==> config.mk <==
export PLATFORM = sky130hd
export DESIGN_NAME = i2c_slave_write_receiver
export DESIGN_NICKNAME = d
export VERILOG_FILES = /design/src/i2csw_pkg.sv /design/src/i2csw_core.sv /design/src/i2csw_out_reg.sv /design/src/i2c_slave_write_receiver.sv
export SDC_FILE = /design/constraint.sdc
export NUM_CORES = 1
export LEC_CHECK = 0
export BUFFER_PORTS_ARGS = -buffer_cell sky130_fd_sc_hd__buf_2
export CORE_MARGIN = 2
export CORE_UTILIZATION = 40
export CTS_BUF_LIST = sky130_fd_sc_hd__clkbuf_2
export CTS_CLUSTER_DIAMETER = 120
export DETAILED_ROUTE_END_ITERATION = 8
export HOLD_SLACK_MARGIN = 0.05
export PLACE_DENSITY = 0.69
export SYNTH_ARGS = -nofsm -noshare
export SYNTH_HDL_FRONTEND = slang
export SYNTH_SLANG_ARGS = --single-unit
==> constraint.sdc <==
create_clock -name clk -period 2 [get_ports clk]
set_input_delay 0.1 -clock clk [delete_from_list [all_inputs] [get_ports clk]]
set_output_delay 0.1 -clock clk [all_outputs]
set_load 0.02 [all_outputs]
==> src/i2csw_pkg.sv <==
// shared types and constants for the i2c slave write receiver
package i2csw_pkg;

  localparam int ADDR_W      = 7;
  localparam int FRAME_W     = 4;
  localparam int CFG_DATA_W  = 7;
  localparam int CFG_IDX_W   = 1;
  localparam int BIT_CNT_W   = 4;
  localparam int BYTE_W      = 8;

  localparam logic [ADDR_W-1:0]  OWN_ADDRESS_RST = 7'h55;
  localparam logic [FRAME_W-1:0] FRAME_BYTES_RST = 4'd8;
  localparam logic [BIT_CNT_W-1:0] BITS_PER_BYTE = 4'd8;

  // register indexes on the config port
  localparam logic [CFG_IDX_W-1:0] CFG_OWN_ADDRESS = 1'b0;
  localparam logic [CFG_IDX_W-1:0] CFG_FRAME_BYTES = 1'b1;

  // event kinds
  localparam logic KIND_SDA_FALL = 1'b0;
  localparam logic KIND_SCL_RISE = 1'b1;

  typedef enum logic [4:0] {
    PH_IDLE     = 5'b00001,
    PH_ADDR     = 5'b00010,
    PH_ADDR_ACK = 5'b00100,
    PH_DATA     = 5'b01000,
    PH_DATA_ACK = 5'b10000
  } phase_t;

  typedef struct packed {
    logic kind;
    logic sda_level;
    logic scl_level;
  } in_word_t;

  typedef struct packed {
    logic               sda_pull_low;
    logic               address_matched;
    logic               byte_valid;
    logic [BYTE_W-1:0]  data_byte;
    logic [FRAME_W-1:0] byte_index;
    logic               last_byte;
  } out_word_t;

endpackage

==> src/i2csw_core.sv <==
// bus event state machine: address match, byte assembly, acknowledge control
module i2csw_core (
  input  logic                                clk,
  input  logic                                rst_n,
  input  logic                                cfg_we,
  input  logic [i2csw_pkg::CFG_IDX_W-1:0]     cfg_index,
  input  logic [i2csw_pkg::CFG_DATA_W-1:0]    cfg_data,
  input  logic                                evt_accept,
  input  i2csw_pkg::in_word_t                 evt_word,
  output i2csw_pkg::out_word_t                res_word
);

  logic [i2csw_pkg::ADDR_W-1:0]    own_address_r;
  logic [i2csw_pkg::FRAME_W-1:0]   frame_bytes_r;

  i2csw_pkg::phase_t               phase_r, phase_nxt;
  logic [i2csw_pkg::BIT_CNT_W-1:0] bit_cnt_r, bit_cnt_nxt;
  logic [i2csw_pkg::BYTE_W-1:0]    shift_r, shift_nxt;
  logic [i2csw_pkg::FRAME_W-1:0]   bytes_r, bytes_nxt;
  logic                            ack_r, ack_nxt;

  logic [i2csw_pkg::BYTE_W-1:0]    shifted;
  logic [i2csw_pkg::BIT_CNT_W-1:0] cnt_inc;
  logic [i2csw_pkg::FRAME_W-1:0]   bytes_inc;
  logic [i2csw_pkg::FRAME_W-1:0]   frame_limit;

  always_ff @(posedge clk) begin
    if (!rst_n) begin
      own_address_r <= i2csw_pkg::OWN_ADDRESS_RST;
      frame_bytes_r <= i2csw_pkg::FRAME_BYTES_RST;
    end else if (cfg_we) begin
      case (cfg_index)
        i2csw_pkg::CFG_OWN_ADDRESS: own_address_r <= cfg_data;
        i2csw_pkg::CFG_FRAME_BYTES: frame_bytes_r <= cfg_data[i2csw_pkg::FRAME_W-1:0];
        default: ;
      endcase
    end
  end

  assign shifted   = {shift_r[i2csw_pkg::BYTE_W-2:0], evt_word.sda_level};
  assign cnt_inc   = bit_cnt_r + 1'b1;
  assign bytes_inc = bytes_r + 1'b1;
  // zero frame length counts as one
  assign frame_limit = (frame_bytes_r == '0) ? {{(i2csw_pkg::FRAME_W-1){1'b0}}, 1'b1}
                                             : frame_bytes_r;

  always_comb begin
    phase_nxt   = phase_r;
    bit_cnt_nxt = bit_cnt_r;
    shift_nxt   = shift_r;
    bytes_nxt   = bytes_r;
    ack_nxt     = ack_r;
    res_word    = '0;

    if (evt_word.kind == i2csw_pkg::KIND_SDA_FALL) begin
      // start condition only seen while idle
      if (phase_r == i2csw_pkg::PH_IDLE && evt_word.scl_level && !evt_word.sda_level) begin
        phase_nxt   = i2csw_pkg::PH_ADDR;
        bit_cnt_nxt = '0;
        shift_nxt   = '0;
        bytes_nxt   = '0;
        ack_nxt     = 1'b0;
      end
    end else begin
      case (phase_r)
        i2csw_pkg::PH_ADDR: begin
          shift_nxt   = shifted;
          bit_cnt_nxt = cnt_inc;
          if (cnt_inc >= i2csw_pkg::BITS_PER_BYTE) begin
            bit_cnt_nxt = '0;
            shift_nxt   = '0;
            if (shifted[i2csw_pkg::BYTE_W-1:1] == own_address_r) begin
              res_word.address_matched = 1'b1;
              ack_nxt   = 1'b1;
              phase_nxt = i2csw_pkg::PH_ADDR_ACK;
            end else begin
              bytes_nxt = '0;
              ack_nxt   = 1'b0;
              phase_nxt = i2csw_pkg::PH_IDLE;
            end
          end
        end
        i2csw_pkg::PH_ADDR_ACK: begin
          ack_nxt     = 1'b0;
          bit_cnt_nxt = '0;
          shift_nxt   = '0;
          phase_nxt   = i2csw_pkg::PH_DATA;
        end
        i2csw_pkg::PH_DATA: begin
          shift_nxt   = shifted;
          bit_cnt_nxt = cnt_inc;
          if (cnt_inc >= i2csw_pkg::BITS_PER_BYTE) begin
            res_word.byte_valid = 1'b1;
            res_word.data_byte  = shifted;
            res_word.byte_index = bytes_r;
            res_word.last_byte  = (bytes_inc >= frame_limit);
            bytes_nxt   = bytes_inc;
            ack_nxt     = 1'b1;
            bit_cnt_nxt = '0;
            shift_nxt   = '0;
            phase_nxt   = i2csw_pkg::PH_DATA_ACK;
          end
        end
        i2csw_pkg::PH_DATA_ACK: begin
          ack_nxt     = 1'b0;
          bit_cnt_nxt = '0;
          shift_nxt   = '0;
          if (bytes_r >= frame_limit) begin
            bytes_nxt = '0;
            phase_nxt = i2csw_pkg::PH_IDLE;
          end else begin
            phase_nxt = i2csw_pkg::PH_DATA;
          end
        end
        default: ;
      endcase
    end

    res_word.sda_pull_low = ack_nxt;
  end

  always_ff @(posedge clk) begin
    if (!rst_n) begin
      phase_r   <= i2csw_pkg::PH_IDLE;
      bit_cnt_r <= '0;
      shift_r   <= '0;
      bytes_r   <= '0;
      ack_r     <= 1'b0;
    end else if (evt_accept) begin
      phase_r   <= phase_nxt;
      bit_cnt_r <= bit_cnt_nxt;
      shift_r   <= shift_nxt;
      bytes_r   <= bytes_nxt;
      ack_r     <= ack_nxt;
    end
  end

endmodule

==> src/i2csw_out_reg.sv <==
// result register between the state machine and the output channel
module i2csw_out_reg (
  input  logic                  clk,
  input  logic                  rst_n,
  input  logic                  load,
  input  i2csw_pkg::out_word_t  load_word,
  input  logic                  out_stall,
  output logic                  out_valid,
  output i2csw_pkg::out_word_t  out_data,
  output logic                  full_stalled
);

  logic                 valid_r;
  i2csw_pkg::out_word_t word_r;

  always_ff @(posedge clk) begin
    if (!rst_n) begin
      valid_r <= 1'b0;
    end else if (load) begin
      valid_r <= 1'b1;
    end else if (!out_stall) begin
      valid_r <= 1'b0;
    end
  end

  always_ff @(posedge clk) begin
    if (load) begin
      word_r <= load_word;
    end
  end

  assign out_valid    = valid_r;
  assign out_data     = word_r;
  // a new word can enter whenever the held one leaves this cycle
  assign full_stalled = valid_r && out_stall;

endmodule

==> src/i2c_slave_write_receiver.sv <==
// top level of the i2c slave write receiver
//
//   channel | direction | word type   | handshake
//   in_     | input     | in_word_t   | in_valid / in_stall
//   out_    | output    | out_word_t  | out_valid / out_stall
//   cfg_    | input     | index, data | cfg_we, no wait
//
// one event accepted per cycle unless stalled; its word sits in the result
// register the cycle after. the state update is one pass of the event
// state machine. in_stall is high only while a result is held and out_stall
// is high. rst_n is synchronous: state goes idle, config registers reset.
module i2c_slave_write_receiver (
  input  logic                              clk,
  input  logic                              rst_n,
  input  logic                              cfg_we,
  input  logic [i2csw_pkg::CFG_IDX_W-1:0]   cfg_index,
  input  logic [i2csw_pkg::CFG_DATA_W-1:0]  cfg_data,
  input  logic                              in_valid,
  output logic                              in_stall,
  input  i2csw_pkg::in_word_t               in_data,
  output logic                              out_valid,
  input  logic                              out_stall,
  output i2csw_pkg::out_word_t              out_data
);

  logic                 accept;
  logic                 full_stalled;
  i2csw_pkg::out_word_t res_word;

  assign in_stall = full_stalled;
  assign accept   = in_valid && !full_stalled;

  i2csw_core u_core (
    .clk        (clk),
    .rst_n      (rst_n),
    .cfg_we     (cfg_we),
    .cfg_index  (cfg_index),
    .cfg_data   (cfg_data),
    .evt_accept (accept),
    .evt_word   (in_data),
    .res_word   (res_word)
  );

  i2csw_out_reg u_out (
    .clk          (clk),
    .rst_n        (rst_n),
    .load         (accept),
    .load_word    (res_word),
    .out_stall    (out_stall),
    .out_valid    (out_valid),
    .out_data     (out_data),
    .full_stalled (full_stalled)
  );

endmodule

==> flow_metrics.tcl, run 1 <==
set metrics [dict create \
    area_growth_pct 30.19 \
    final_util_pct 53.72 \
    yosysTopAreaCell "dfxtp_1" \
    grt_pass1_vias 1948 \
    grt_first_pass_wirelength_um 9218 \
    path_max_fanout 3 \
    cpPeakStageDelay_ns 0.39 \
    seq_area_frac_synth_pct 46.99 \
    synth_top_area_share_pct 27.20 \
    criticalPathCategory "flop to flop" \
    ys_warn_count 0 \
    min_to "u_core.phase_r[1]" \
    async_reset_ff_share_pct 0 \
    slew_headroom_pct 68.90 \
    wirelength_um 5587 \
    port_buffers 33 \
    peakVddDrop_mv 0.2725 \
    dieHeight_um 81.92 \
    die_area_um2 6711 \
    synth.mux.area_fraction_pct 4.122 \
    gp_congestion 0.8751 \
    p_per_area_nw_per_um2 553.2 \
    synth_adder_area_share_pct 5.152 \
    drcViolationCount 0 \
    clock_sinks 49 \
    min_path_type "input pin to flop" \
    io_pins 34 \
    ys.flop_type "dfxtp_1" \
    antenna_found_initial 0 \
    grt_use_total_pct 17.83 \
    cp-end-kind "flop" \
    ant_nets 0 \
    cpMostUsedCell "o211ai_1" \
    initial_core_util_pct 41.26 \
    tightest_slew_ns 0.4655 \
    hold_viol_final 0 \
    drive_above_1_share_pct 27.38 \
    vias_per_cell 5.178 \
    rsz0062_at_grt "true" \
    rows 28 \
    clk_latency_ns 0.43 \
    dp_hpwl_um 4100 \
    clock_path_buffers 2 \
    drtIter0Drc 103 \
    final.setup.tns_ns -0.2488 \
    clk_pin_slew_ns 0.27 \
    post-route-period-util_pct 103.4 \
    syn_area_um2 2429 \
    cts_inserted_buffers 5 \
    dr.pass1.iters 4 \
    worstPathCellList "inv_2 -> a31o_4 -> ha_4 -> nand2b_4 -> a2111oi_4 -> o211ai_1 -> o211ai_1 -> nor2_2 -> mux2i_1" \
    final_nets 361 \
    gr-total-overflow 0 \
    hold_ws_ns 0.1933 \
    slew_viol_final 0 \
    synth-edff-count 16 \
    clock-root-buffer "clkbuf_2" \
    rrSetupSlack_ns -0.07 \
    status "finished, violations left" \
    period_minus_slack_ns 2.068 \
    syn_inst 262 \
    hold_start "in_data[0]" \
    setup_violations 5 \
    synthDistinctLibCells 43 \
    ys_ff_latch 49 \
    wl_per_cell_um 13.59 \
    critPathLaunchType "flop" \
    worstPathArrival_ns 2.46 \
    cts.htree.levels 2 \
    synth_xor_xnor_area_share_pct 5.770 \
    synth-simple-area-share_pct 22.41 \
    max_freq_mhz 483.6 \
    yosys-top-cells-area "dfxtp_1 (27%), edfxtp_1 (20%), nand2_1 (5.7%)" \
    violations "setup timing" \
    timing.rr.start "u_core.frame_bytes_r[3]" \
    num_antenna_cells 0 \
    vias 2128 \
    skew_ns 0.01067 \
    coreArea_um2 5886 \
    rr_worst_depth 9 \
    synth_compound_area_share_pct 11.80 \
    cts_tree "yes" \
    required_ns 2.39 \
    whs_path_depth 6 \
    reg2reg_to "u_core.bytes_r[1]" \
    setup_slack_ns -0.06783 \
    die_w_um 81.92 \
    avgSynthCellArea_um2 9.269 \
    grt_max_degree 19 \
    synth_top_family_by_area "simple AND/OR/NAND/NOR gates" \
    syn_nets 288 \
    drv_cap 0 \
    p_leak_uw 0.001346 \
    cp_slowest_cell "dfxtp_2" \
]
synth_stat cells (6+ instances only):
cell	number
dfxtp_1	33
and3_1	14
nor2_1	23
xnor2_1	6
a21oi_1	14
xor2_1	10
mux2i_1	10
o21ai_0	8
nand3_1	17
ha_1	10
edfxtp_1	16
inv_1	9
clkbuf_1	7
nand2_1	37
area by class of cell:
| type | count | area (µm²) |
|---|---|---|
| Timing Repair Buffer | 78 | 553.0 |
| Clock inverter | 3 | 26.28 |
| Inverter | 9 | 37.54 |
| Tap cell | 75 | 93.84 |
| Fill cell | 537 | 2724 |
| Clock buffer | 5 | 25.02 |
| Multi-Input combinational cell | 192 | 1276 |
| Sequential cell | 49 | 1150 |
metal layers:
layer / vias to the layer above / part of all wire (%) / track usage (%)
li1: 1068 / - / -
met1: 981 / 46 / 24.45
met2: 69 / 47 / 28.21
met3: 10 / 4.7 / 2.308
met4: 0 / 1.8 / 7.667
met5: - / 0 / 0
stage by stage:
stage / area, µm² / worst slack [ns] / power, µW / cells
floorplan: 2445 / -0.03327 / 1212 / 262
global placement: 2811 / -0.07144 / 1280 / 380
detailed placement: 2811 / -0.1341 / 1285 / 380
CTS: 3118 / -0.05091 / 1759 / 409
global route: 3162 / -0.1274 / 1833 / 411
finish: 3162 / -0.06783 / 1749 / 411
power breakdown:
group          switching [µW]  total [µW]  internal, µW
Combinational             129         241           112
Sequential               15.3        1070          1060
Clock                     340         434          94.1
Total                     485        1750          1260
worst max path at each step:
stage | startpoint | end | slack [ns] | depth (start not counted)
after floorplan | u_out.out_valid | u_core.phase_r[2] | -0.03 | 8
after global placement | u_core.frame_bytes_r[3] | u_core.bytes_r[1] | -0.07 | 9
after detailed placement | u_core.frame_bytes_r[2] | u_core.bytes_r[1] | -0.13 | 9
after CTS | u_core.frame_bytes_r[3] | u_core.bytes_r[1] | -0.05 | 9
after global routing | u_core.frame_bytes_r[3] | u_core.bytes_r[1] | -0.13 | 9
final | u_core.frame_bytes_r[3] | u_core.bytes_r[1] | -0.07 | 9
state kept, by name, indices dropped and copies added, names as in the netlist:
name,cells
u_out.out_data,16
u_out.out_valid,1
u_core.bit_cnt_r,4
u_core.phase_r,5
u_core.bytes_r,4
u_core.shift_r,7
u_core.frame_bytes_r,4
u_core.ack_r,1
u_core.own_address_r,7
cell families (layout without fill, tap and decap cells):
logic type                 count (synthesis)  in the layout
AOI/OAI and AO/OA                         43             43
xor gates and xnor gates                  16             16
adders and majority gates                 10             10
buffers and inverters                     21             95
DFF                                       49             49
muxes                                     10             10
and+or+nand+nor                          113            113
what timing repair did:
item | 4_1_cts | 5_1_grt
resized for setup | 12 | 8
pin swaps | 7 | 5
hold buffers | 20 | 0
setup buffers | 1 | 2
setup endpoints to repair | 5 | 8
hold endpoints to repair | 16 | 0
worst max-delay path, delay by kind of cell (launching register included):
family | cells | cell delay [ns]
AO/OA/AOI/OAI | 4 | 0.77
adder cells (fa/ha/maj) | 1 | 0.26
buffers and inverters | 1 | 0.04
multiplexers | 1 | 0.21
AND/OR/NAND/NOR | 2 | 0.35
flip-flops | 1 | 0.39
placed cells by master, fill, tap and decap left out, drive strengths merged, types with 5 or more instances in the layout:
master	netlist	layout
xnor2	6	6
a21oi	14	14
nand2	37	37
inv	9	9
nor2	23	23
ha	10	10
mux2i	10	10
nand3	17	17
xor2	10	10
edfxtp	16	16
dlygate4sd3	0	20
clkbuf	7	5
dfxtp	33	33
and3	14	14
o21ai	9	9
buf	5	58
Note: power is estimated with default switching activity, not from simulation.
==> inputs of run 2 (changes only) <==
ABC_AREA = 1   (was unset)
==> run 2 against run 1 <==
  * The run now ends clean
  * Clock skew increased by 0.024 ns
  * First-iteration DRC count increased by 21%
  * Utilization shrank 3.6 points
  * Combinational power up 41%
  * Die area grew 5.5%
  * Wire length down 2.6%
  * Via count grew 2.0%
  * Total power increased by 14%
  * Final area fell by 0.47%
  * Clock power grew 26%
  * Highest routed layer unchanged
==> flow_metrics.tcl, run 2 <==
set metrics [dict create \
    final_util_pct 50.13 \
    vias_per_cell 4.761 \
    final_common_cell "nand2_1" \
    wirelength_um 5440 \
    crit_buf_inv 6 \
    grt_pass1_vias 2119 \
    layout_common_cells "nand2_1 (67), nor2_1 (48), inv_1 (40), buf_2 (33), dfxtp_1 (32)" \
    tightest_slew_ns 0.3915 \
    multi_input_area_um2 1222 \
    synth.mux.area_fraction_pct 0 \
    register_area_um2 1142 \
    nFillCells 616 \
    required_ns 2.39 \
    port_buffers 33 \
    placed_area_um2 2821 \
    antenna_found_initial 0 \
    gr-total-overflow 0 \
    synth_compound_area_share_pct 10.38 \
    max_freq_mhz 532.6 \
    top_layer_used "met4" \
    die_w_um 84.14 \
    yosysMostFrequentCell "nand2_1" \
    slew_viol_final 0 \
    status "finished, final reports clean" \
    vias 2171 \
    rsz0062_at_grt "false" \
    async_reset_ff_share_pct 0 \
    final_nets 404 \
    clk_latency_ns 0.46 \
    clock-root-buffer "clkbuf_2" \
    syn_nets 341 \
    peakVddDrop_mv 0.4524 \
    final_cells 456 \
    clk_pin_slew_ns 0.27 \
    syn_area_um2 2569 \
    dr_wl_met2_um 2721 \
    dr.pass1.iters 4 \
    drcViolationCount 0 \
    critPathLaunchType "input pin" \
    period_minus_slack_ns 1.878 \
    cp_slowest_cell "dlygate4sd3_1" \
    drv_cap 0 \
    final.setup.tns_ns 0 \
    drive_above_1_share_pct 21.11 \
    synth_top_area_share_pct 25.72 \
    gp_congestion 0.8640 \
    yosys-top-cells-area "dfxtp_1 (26%), edfxtp_1 (19%), nand2_1 (9.8%)" \
    ys_ff_latch 49 \
    cpMostUsedCell "dlygate4sd3_1" \
    setup_violations 0 \
    seq_area_frac_synth_pct 44.42 \
    num_antenna_cells 0 \
    path_max_fanout 9 \
    postCtsSetupBuffers 0 \
    avgSynthCellArea_um2 8.155 \
    yosysTopAreaCell "dfxtp_1" \
    place_ws_ns 0.2128 \
    cp-end-kind "flop" \
    dieHeight_um 84.14 \
    io_pins 34 \
    synth-simple-area-share_pct 29.81 \
    dp_hpwl_um 3929 \
    slew_headroom_pct 73.90 \
    setup_slack_ns 0.1224 \
    synth_top_family_by_area "simple AND/OR/NAND/NOR gates" \
    synth_xor_xnor_area_share_pct 2.338 \
    wl_met1_um 2458 \
    clock_sinks 49 \
    synth_adder_area_share_pct 4.871 \
    fin_area_um2 3147 \
    cts_tree "yes" \
    min_path_type "input pin to flop" \
    placed_cells 423 \
    worstPathCellList "dlygate4sd3_1 -> buf_2 -> inv_1 -> nor2_1 -> buf_4 -> nand2_1 -> dlygate4sd3_1 -> o211ai_1 -> dlygate4sd3_1" \
    criticalPathCategory "input pin to flop" \
    grt_use_total_pct 16.25 \
    area_growth_pct 22.50 \
    cts_inserted_buffers 5 \
    coreArea_um2 6277 \
    wl_met3_um 191 \
    skew_ns 0.03497 \
    ys.flop_type "dfxtp_1" \
    p_per_area_nw_per_um2 635.5 \
    synthDistinctLibCells 39 \
    synth-edff-count 16 \
    grt_first_pass_wirelength_um 9335 \
    ys_warn_count 0 \
    initial_core_util_pct 40.92 \
    largest_reg_flops 16 \
    cpPeakStageDelay_ns 0.58 \
    p_leak_uw 0.001435 \
    rows 29 \
    post-route-period-util_pct 93.88 \
    grt_max_degree 21 \
    worstPathArrival_ns 2.27 \
    cp_top_family "buffers and inverters" \
    hold_viol_final 0 \
    cts.htree.levels 2 \
    drtIter0Drc 125 \
    ant_nets 0 \
    syn_inst 315 \
    synthTopCellsByCount "nand2_1 (67), nor2_1 (48), inv_1 (40)" \
    die_area_um2 7079 \
    wl_per_cell_um 11.93 \
    clock_path_buffers 2 \
]
run 2: cell count changes after synthesis, moves of 8 or more:
cell     previous run  this run
inv_1               9        40
nand2_1            37        67
nor2_1             23        48
and3_1             14         0
mux2i_1            10         0
o21ai_1             0         8
run 2: logic make-up (layout without fill, tap and decap cells):
| group | count (synthesis) | after routing |
|---|---|---|
| and+or+nand+nor | 153 | 153 |
| buffers and inverters | 53 | 117 |
| DFF | 49 | 49 |
| AOI/OAI and AO/OA | 44 | 44 |
| adders and majority gates | 10 | 10 |
| xor gates and xnor gates | 6 | 6 |
run 2: worst min-delay path, cell delays in order:
cell     delay [ns]
buf_2          0.08
nand2_1        0.12
inv_1          0.18
run 2: area by class of cell:
class                           instances  area share [%]
Multi-Input combinational cell        213           38.85
Sequential cell                        49           36.30
Timing Repair Buffer                   60           13.68
Inverter                               49           5.924
Tap cell                               77           3.062
Clock inverter                          3           1.392
Clock buffer                            5          0.7952
run 2: through the flow:
| step | hold slack [ns] | total power [µW] |
|---|---|---|
| 5_1_grt | 0.1343 | 2095 |
| 4_1_cts | 0.1233 | 2014 |
| 3_5_place_dp | 0.3147 | 1431 |
| 6_report | 0.1387 | 2000 |
| 3_3_place_gp | 0.3138 | 1422 |
| 2_1_floorplan | 0.2263 | 1345 |
run 2: repair_timing:
item	4_1_cts	5_1_grt
endpoints found under the hold margin	21	0
endpoints found under the setup margin	0	2
hold buffers	25	0
resized for setup	0	2
run 2: path summary, 6_finish.rpt:
check	start	to	slack, ns	cells after the start
setup / recovery	cfg_we	u_core.own_address_r[0]	0.12	9
setup reg to reg	u_core.frame_bytes_r[3]	u_core.bytes_r[2]	0.21	11
hold / removal	in_valid	u_out.out_data[7]	0.14	3
hold reg to reg	u_core.ack_r	u_core.ack_r	0.49	2
run 2: report_power, final:
group          internal (µW)  switching (µW)  total (µW)
sequential              1080            33.1        1110
clock                    214             335         549
combinational            142             198         339
run 2: routing by layer:
| metal | up-vias | GRT usage (%) |
|---|---|---|
| met2 | 36 | 29.44 |
| li1 | 1132 | - |
| met1 | 996 | 19.52 |
| met3 | 7 | 3.343 |
| met5 | - | 0 |
| met4 | 0 | 4.399 |
==> inputs of run 3 (changes only) <==
RECOVER_POWER = 100   (was unset)
==> run 3 against run 2 <==
  * Global-route usage did not move
  * Final area fell by 2.2%
  * Critical endpoint is now u_core.own_address_r[4]
  * Clock skew barely moved
  * Clock-buffer cell count did not move
  * Sequential share of layout area rose by 0.77 points
  * Highest routed layer unchanged
  * Register-to-register slack got worse by 0.05 ns
  * Non-clock buffer count did not move
  * Total power fell by 0.79%
  * Maximum frequency barely moved
  * Cell count did not move
  * Worst hold slack got worse by 0.035 ns
  * Clock power barely moved
==> flow_metrics.tcl, run 3 (synthesis gave the netlist of run 2 again) <==
set metrics [dict create \
    area_growth_pct 19.82 \
    multi_input_area_um2 1180 \
    grt_max_degree 21 \
    final_common_cell "nand2_1" \
    gr-total-overflow 0 \
    clock-root-buffer "clkbuf_2" \
    cp-end-kind "flop" \
    register_area_um2 1141 \
    drcViolationCount 0 \
    p_per_area_nw_per_um2 644.6 \
    cpMostUsedCell "dlygate4sd3_1" \
    gp_congestion 0.8640 \
    die_area_um2 7079 \
    place_ws_ns 0.2128 \
    port_buffers 33 \
    cts.htree.levels 2 \
    postCtsSetupBuffers 0 \
    grt_use_total_pct 16.25 \
    path_max_fanout 9 \
    io_pins 34 \
    drive_above_1_share_pct 14.78 \
    cpPeakStageDelay_ns 0.58 \
    cts_inserted_buffers 5 \
    post-route-period-util_pct 93.84 \
    wl_per_cell_um 11.91 \
    p_leak_uw 0.001371 \
    min_path_type "input pin to flop" \
    dieHeight_um 84.14 \
    clk_pin_slew_ns 0.27 \
    drv_cap 0 \
    slew_headroom_pct 68.84 \
    criticalPathCategory "input pin to flop" \
    coreArea_um2 6277 \
    ant_nets 0 \
    grt_pass1_vias 2119 \
    clock_path_buffers 2 \
    dp_hpwl_um 3929 \
    initial_core_util_pct 40.92 \
    nFillCells 628 \
    rows 29 \
    clock_sinks 49 \
    setup_slack_ns 0.1232 \
    max_freq_mhz 532.8 \
    clk_latency_ns 0.46 \
    grt_first_pass_wirelength_um 9335 \
    drtIter0Drc 107 \
    cp_slowest_cell "dlygate4sd3_1" \
    tightest_slew_ns 0.4657 \
    largest_reg_flops 16 \
    dr.pass1.iters 4 \
    final.setup.tns_ns 0 \
    layout_common_cells "nand2_1 (67), nor2_1 (50), inv_1 (40), dfxtp_1 (33), dlygate4sd3_1 (25)" \
    cts_tree "yes" \
    worstPathArrival_ns 2.27 \
    vias_per_cell 4.752 \
    peakVddDrop_mv 0.4522 \
    worstPathCellList "dlygate4sd3_1 -> buf_2 -> inv_1 -> nor2_1 -> buf_4 -> nand2_1 -> dlygate4sd3_1 -> o211ai_1 -> dlygate4sd3_1" \
    die_w_um 84.14 \
    skew_ns 0.03449 \
    wirelength_um 5430 \
    antenna_found_initial 0 \
    final_nets 404 \
    critPathLaunchType "input pin" \
    vias 2167 \
    slew_viol_final 0 \
    required_ns 2.39 \
    hold_viol_final 0 \
    num_antenna_cells 0 \
    setup_violations 0 \
    status "finished, final reports clean" \
    rsz0062_at_grt "false" \
    period_minus_slack_ns 1.877 \
]
## run 3: layout make-up
class,instances,area share (%)
Multi-Input combinational cell,213,38.33
Sequential cell,49,37.07
Timing Repair Buffer,60,13.17
Inverter,49,6.057
Tap cell,77,3.130
Clock inverter,3,1.423
Clock buffer,5,0.8130
## run 3: per-layer routing
layer / GRT usage [%] / wire, µm / up-vias
met5: 0 / 0 / -
met4: 4.399 / 68 / 0
met3: 3.343 / 221 / 7
met2: 29.44 / 2723 / 36
met1: 19.52 / 2416 / 992
li1: - / - / 1132
## run 3: final timing paths
check                          from                       to  slack [ns]  cells after the start
setup reg to reg  u_core.phase_r[4]        u_out.out_data[6]        0.16                      7
hold / removal             in_valid        u_out.out_data[7]        0.10                      3
setup / recovery             cfg_we  u_core.own_address_r[4]        0.12                      9
hold reg to reg        u_core.ack_r             u_core.ack_r        0.49                      2
## run 3: per-stage QoR
step / utilization [%] / cell area (µm²) / power [µW] / hold slack (ns) / cells
floorplan: - / 2569 / 1345 / 0.2263 / 315
global placement: 44.95 / 2821 / 1422 / 0.3138 / 423
detailed placement: 44.95 / 2821 / 1431 / 0.3147 / 423
CTS: 50.03 / 3141 / 2014 / 0.1233 / 456
global route: 49.03 / 3078 / 2081 / 0.09755 / 456
finish: 49.03 / 3078 / 1984 / 0.1032 / 456
## run 3: worst max-delay path: cells and delay by family
family	cells	cell delay, ns
buf+inv	6	1.99
simple gates	2	0.10
compound gates	1	0.08
## run 3: where the power goes
group / total, µW / leakage (µW) / internal, µW / switching (µW)
Combinational: 325 / 0.000895 / 133 / 192
Clock: 547 / 0.0000433 / 214 / 333
Sequential: 1110 / 0.000433 / 1080 / 33.5
Total: 1980 / 0.00137 / 1430 / 559
## run 3: what timing repair did
item                                    CTS  global route
gates resized for setup                   0             2
hold endpoints to repair                 21             0
hold buffers                             25             0
endpoints found under the setup margin    0             2
